**config.mk**
```make
export PLATFORM = sky130hd
export DESIGN_NAME = mvm_ram
export DESIGN_NICKNAME = d
export VERILOG_FILES = /design/src/rtl/core/assert_macros.svh /design/src/rtl/core/mvm_ram.sv
export SDC_FILE = /design/constraint.sdc
export NUM_CORES = 1
export LEC_CHECK = 0
export BUFFER_PORTS_ARGS = -buffer_cell sky130_fd_sc_hd__clkbuf_2
export CAP_MARGIN = 15
export CORE_MARGIN = 2
export CORE_UTILIZATION = 35
export CTS_CLUSTER_SIZE = 25
export DETAILED_ROUTE_END_ITERATION = 10
export GPL_ROUTABILITY_DRIVEN = 0
export GPL_TIMING_DRIVEN = 0
export SLEW_MARGIN = 25
export SYNTH_ARGS = -nofsm -noshare
export SYNTH_HDL_FRONTEND = slang
export SYNTH_SLANG_ARGS = --single-unit
```
**constraint.sdc**
```tcl
create_clock -name clk -period 11.45 [get_ports clk]
set_input_delay 2.29 -clock clk [delete_from_list [all_inputs] [get_ports clk]]
set_output_delay 2.29 -clock clk [all_outputs]
set_load 0.01 [all_outputs]
```
**src/rtl/core/assert_macros.svh**
```systemverilog
// ---------------------------------------------------------------------------
// assert_macros.svh
// Assertion helpers shared by the RTL modules. Each macro samples on the
// rising edge of clk and is disabled while rst_n is low.
// ---------------------------------------------------------------------------
`ifndef ASSERT_MACROS_SVH
`define ASSERT_MACROS_SVH

// Property must hold at every sampled edge.
`define MVM_ASSERT(label, prop, msg) \
  label: assert property (@(posedge clk) disable iff (!rst_n) prop) \
    else $error(msg);

// Condition must never be true at a sampled edge.
`define MVM_ASSERT_NEVER(label, cond, msg) \
  label: assert property (@(posedge clk) disable iff (!rst_n) !(cond)) \
    else $error(msg);

`endif

```
**src/rtl/core/mvm_ram.sv**
```systemverilog
// ---------------------------------------------------------------------------
// mvm_ram
// Generic single-clock RAM, one write port and one read port, with the
// read data registered.
// ---------------------------------------------------------------------------
module mvm_ram #(
  parameter int unsigned WIDTH = 32,
  parameter int unsigned DEPTH = 16,
  localparam int unsigned AW   = (DEPTH > 1) ? $clog2(DEPTH) : 1
) (
  input  logic             clk,
  input  logic             we,
  input  logic [AW-1:0]    waddr,
  input  logic [WIDTH-1:0] wdata,
  input  logic             re,
  input  logic [AW-1:0]    raddr,
  output logic [WIDTH-1:0] rdata_r
);

  logic [WIDTH-1:0] mem [DEPTH];

  // Write port
  always_ff @(posedge clk) begin
    if (we) begin
      mem[waddr] <= wdata;
    end
  end

  // Registered read port
  always_ff @(posedge clk) begin
    if (re) begin
      rdata_r <= mem[raddr];
    end
  end

endmodule

```
==> flow_summary_export.csv <==
group,metric,value,unit
run_status,status,"finished clean",
place,io_buffers,72,
drt,final_antenna_net_count,0,
layout,fin_nets,1049,
power,switching_share,0.2107,
yosys,synth_fp_nets,881,
cts,cts_tree,"built",
grt,antenna_found_initial,2,
die,die_w,244.1,um
worst_setup_path,critPathRequiredTime,11750,ps
timing,max_freq,259.6,MHz
timing,tns,0,ps
timing,slew-limit-headroom,0.3272,
place,dpl.cell_count,1714,
cts,htree_levels,2,
timing,setup_violations,0,
die,core-area,57370,sq um
grt,grt_max_degree,33,
cts,cts_sinks,544,
die,dieArea,59580,sq um
timing,grt_setup_unrepaired,"no",
cts,clock_latency,600,ps
timing,finalHoldViolations,0,
power,cellLeakagePower,0.007586,uW
worst_setup_path,crit_buf_inv,4,
timing,max_slew.worst_pin.slew,1009,ps
cts,cts_hold_buf,0,
worst_setup_path,start_kind,"input pin",
power,p_per_area,171.5,nW/um^2
yosys,synth_fa_ha_area_frac,0,
power,p_int,3230,uW
power,p_switching,862.5,uW
timing,skew,13.99,ps
power,peakVddDrop,106.3,uV
drt,drt-total-wl,45210,um
worst_setup_path,cp_max_fo,7,
drt,drt_pre_antenna_iters,5,
yosys,synth_area_leaders,"edfxtp_1 81%, mux4_2 14%, a22oi_1 2.4%, nand2_1 0.61%, buf_4 0.41%",
layout,layout.cells.most_common_list,"544 x edfxtp_1, 128 x mux4_2, 71 x clkbuf_2",
cts,cts_buffer_depth,3,
worst_setup_path,arrival,4150,ps
flow_run,maxCapViolCount,0,
hold_path,hold_path_class,"reg -> reg",
yosys,synthDistinctLibCells,17,
yosys,netlist.area_leader.share,0.8097,
timing,finalCritPeriodShare,0.3364,
worst_setup_path,crit_top_cell,"buf_4",
yosys,yosys.area.top_type,"edfxtp_1",
die,io_pins,75,
yosys,synth_compound_area_frac,0.02382,
layout,drive_above_1_share,0.3317,
yosys,synth.cell_area,20170,sq um
drt,drt_iter0_drc,860,
drt,drcViolationCount,0,
timing,slew_viol_final,0,
layout,fillers,4944,
worst_setup_path,end_kind,"flop",
cts,cts_resized,0,
cts,root_buffer,"clkbuf_16",
worst_setup_path,cp_top_family,"simple AND/OR/NAND/NOR gates",
place,hpwl,28590,um
power,clkPwrFrac,0.398,
yosys,ys_ff_latch,544,
worst_setup_path,max_stage_delay,690,ps
cts,postCtsSetupBuffers,0,
die,die-height,244.1,um
yosys,synth_top_family_by_area,"multiplexers",
power,power_frac_seq,0.551,
die,initial_core_util,0.3517,
yosys,synthXorXnorAreaFrac,0,
cts,cts_made_buffers,55,
worst_setup_path,path_class,"in -> reg",
drt,dr_total_vias,9346,
layout,stdcell_count,1816,
cts,path_clk_slew,60,ps
grt,grt_pass1_vias,9987,
yosys,synthSimpleGateAreaFrac,0.01253,
power,power_frac_comb,0.051,
layout,final_common_cell,"edfxtp_1",
yosys,syn_avg_cell_area,24.07,sq um
layout,areaGrowthSynthToFinish,18.30,%
grt,grt_overflow,0,
timing,period_minus_slack,3852,ps
yosys,yosys_warnings,0,
worst_setup_path,critPathSlowestCell,"nor3_2",
worst_setup_path,cp_cell_sequence,"clkbuf_2, nand3b_1, nor3_2, buf_4, buf_6, buf_4",
drt,wire_per_inst,24.89,um
grt,grt_pass1_wl,66990,um
die,row_count,88,
grt,grt_usage,0.1546,
yosys,syn_inst,838,
drt,vias_per_cell,5.146,
yosys,synthMuxAreaShare,0.1429,
yosys,yosysSeqAreaShare,0.8097,
-- registers in the layout (all words and copies together), names as in the netlist --
name / cells
rdata_r: 32
mem: 512
-- worst register-to-register path, stage by stage (launching register included) --
cell      delay, ps
edfxtp_1        410
mux4_2          490
a22oi_1         220
nand2_1         150
-- cell type report --
class,instances,area (sq um),share of cell area
tap,765,957.2,0.04010
multi-input combinational,251,3726,0.1561
clock inverter,32,185.2,0.007759
antenna,2,5.005,0.0002097
timing repair buffer,111,1010,0.04231
buffer,43,222.7,0.009332
clock buffer,68,1425,0.05971
sequential,544,16340,0.6845
-- per-stage QoR --
step | hold WS (ps) | power (uW) | setup slack, ps | area (sq um) | utilization
2_1_floorplan | 710.3 | 2407 | 5980 | 20170 | -
3_3_place_gp | 730.8 | 2496 | 3194 | 21490 | 0.3747
3_5_place_dp | 739.7 | 2512 | 6949 | 22250 | 0.3879
4_1_cts | 753.8 | 4137 | 7594 | 23860 | 0.4160
5_1_grt | 777.9 | 4230 | 7538 | 23870 | 0.4160
6_report | 751.1 | 4093 | 7598 | 23870 | 0.4160
-- worst paths after layout --
| check | from | to | slack (ps) | cells after the start |
|---|---|---|---|---|
| hold reg to reg | mem[14][6] | rdata_r[6] | 750 | 3 |
| setup reg to reg | mem[2][22] | rdata_r[22] | 9890 | 3 |
| hold / removal | mem[14][6] | rdata_r[6] | 750 | 3 |
| setup / recovery | waddr[2] | mem[8][6] | 7600 | 6 |
-- synth_stat cells --
cell type,n
edfxtp_1,544
buf_4,11
mux4_2,128
buf_6,2
nand2b_1,2
a22oi_1,64
and2_1,1
clkbuf_1,17
nor2b_1,2
nand2_1,33
nor3_1,4
nand3_1,1
or3b_2,1
buf_1,9
buf_2,4
nor2_1,13
nand3b_1,2
-- logic make-up (layout without fill, tap and decap cells) --
group | Yosys count | in the layout
simple gates | 59 | 59
buf+inv | 43 | 254
mux | 128 | 128
other cells | 0 | 2
compound gates | 64 | 64
flops | 544 | 544
-- power groups by stage --
stage	clock, uW	combinational, uW	sequential, uW
after floorplan	0	107	2300
after global placement	0	198	2300
after detailed placement	0	214	2300
after CTS	1670	215	2260
after global routing	1740	228	2260
final	1630	210	2260
-- layer usage --
metal,wire (um),up-vias,track usage
li1,-,3951,-
met1,19540,5038,0.2115
met2,21940,284,0.2511
met3,2759,71,0.02963
met4,959,2,0.04824
met5,8,-,0
(Power assumes the default switching activity.)
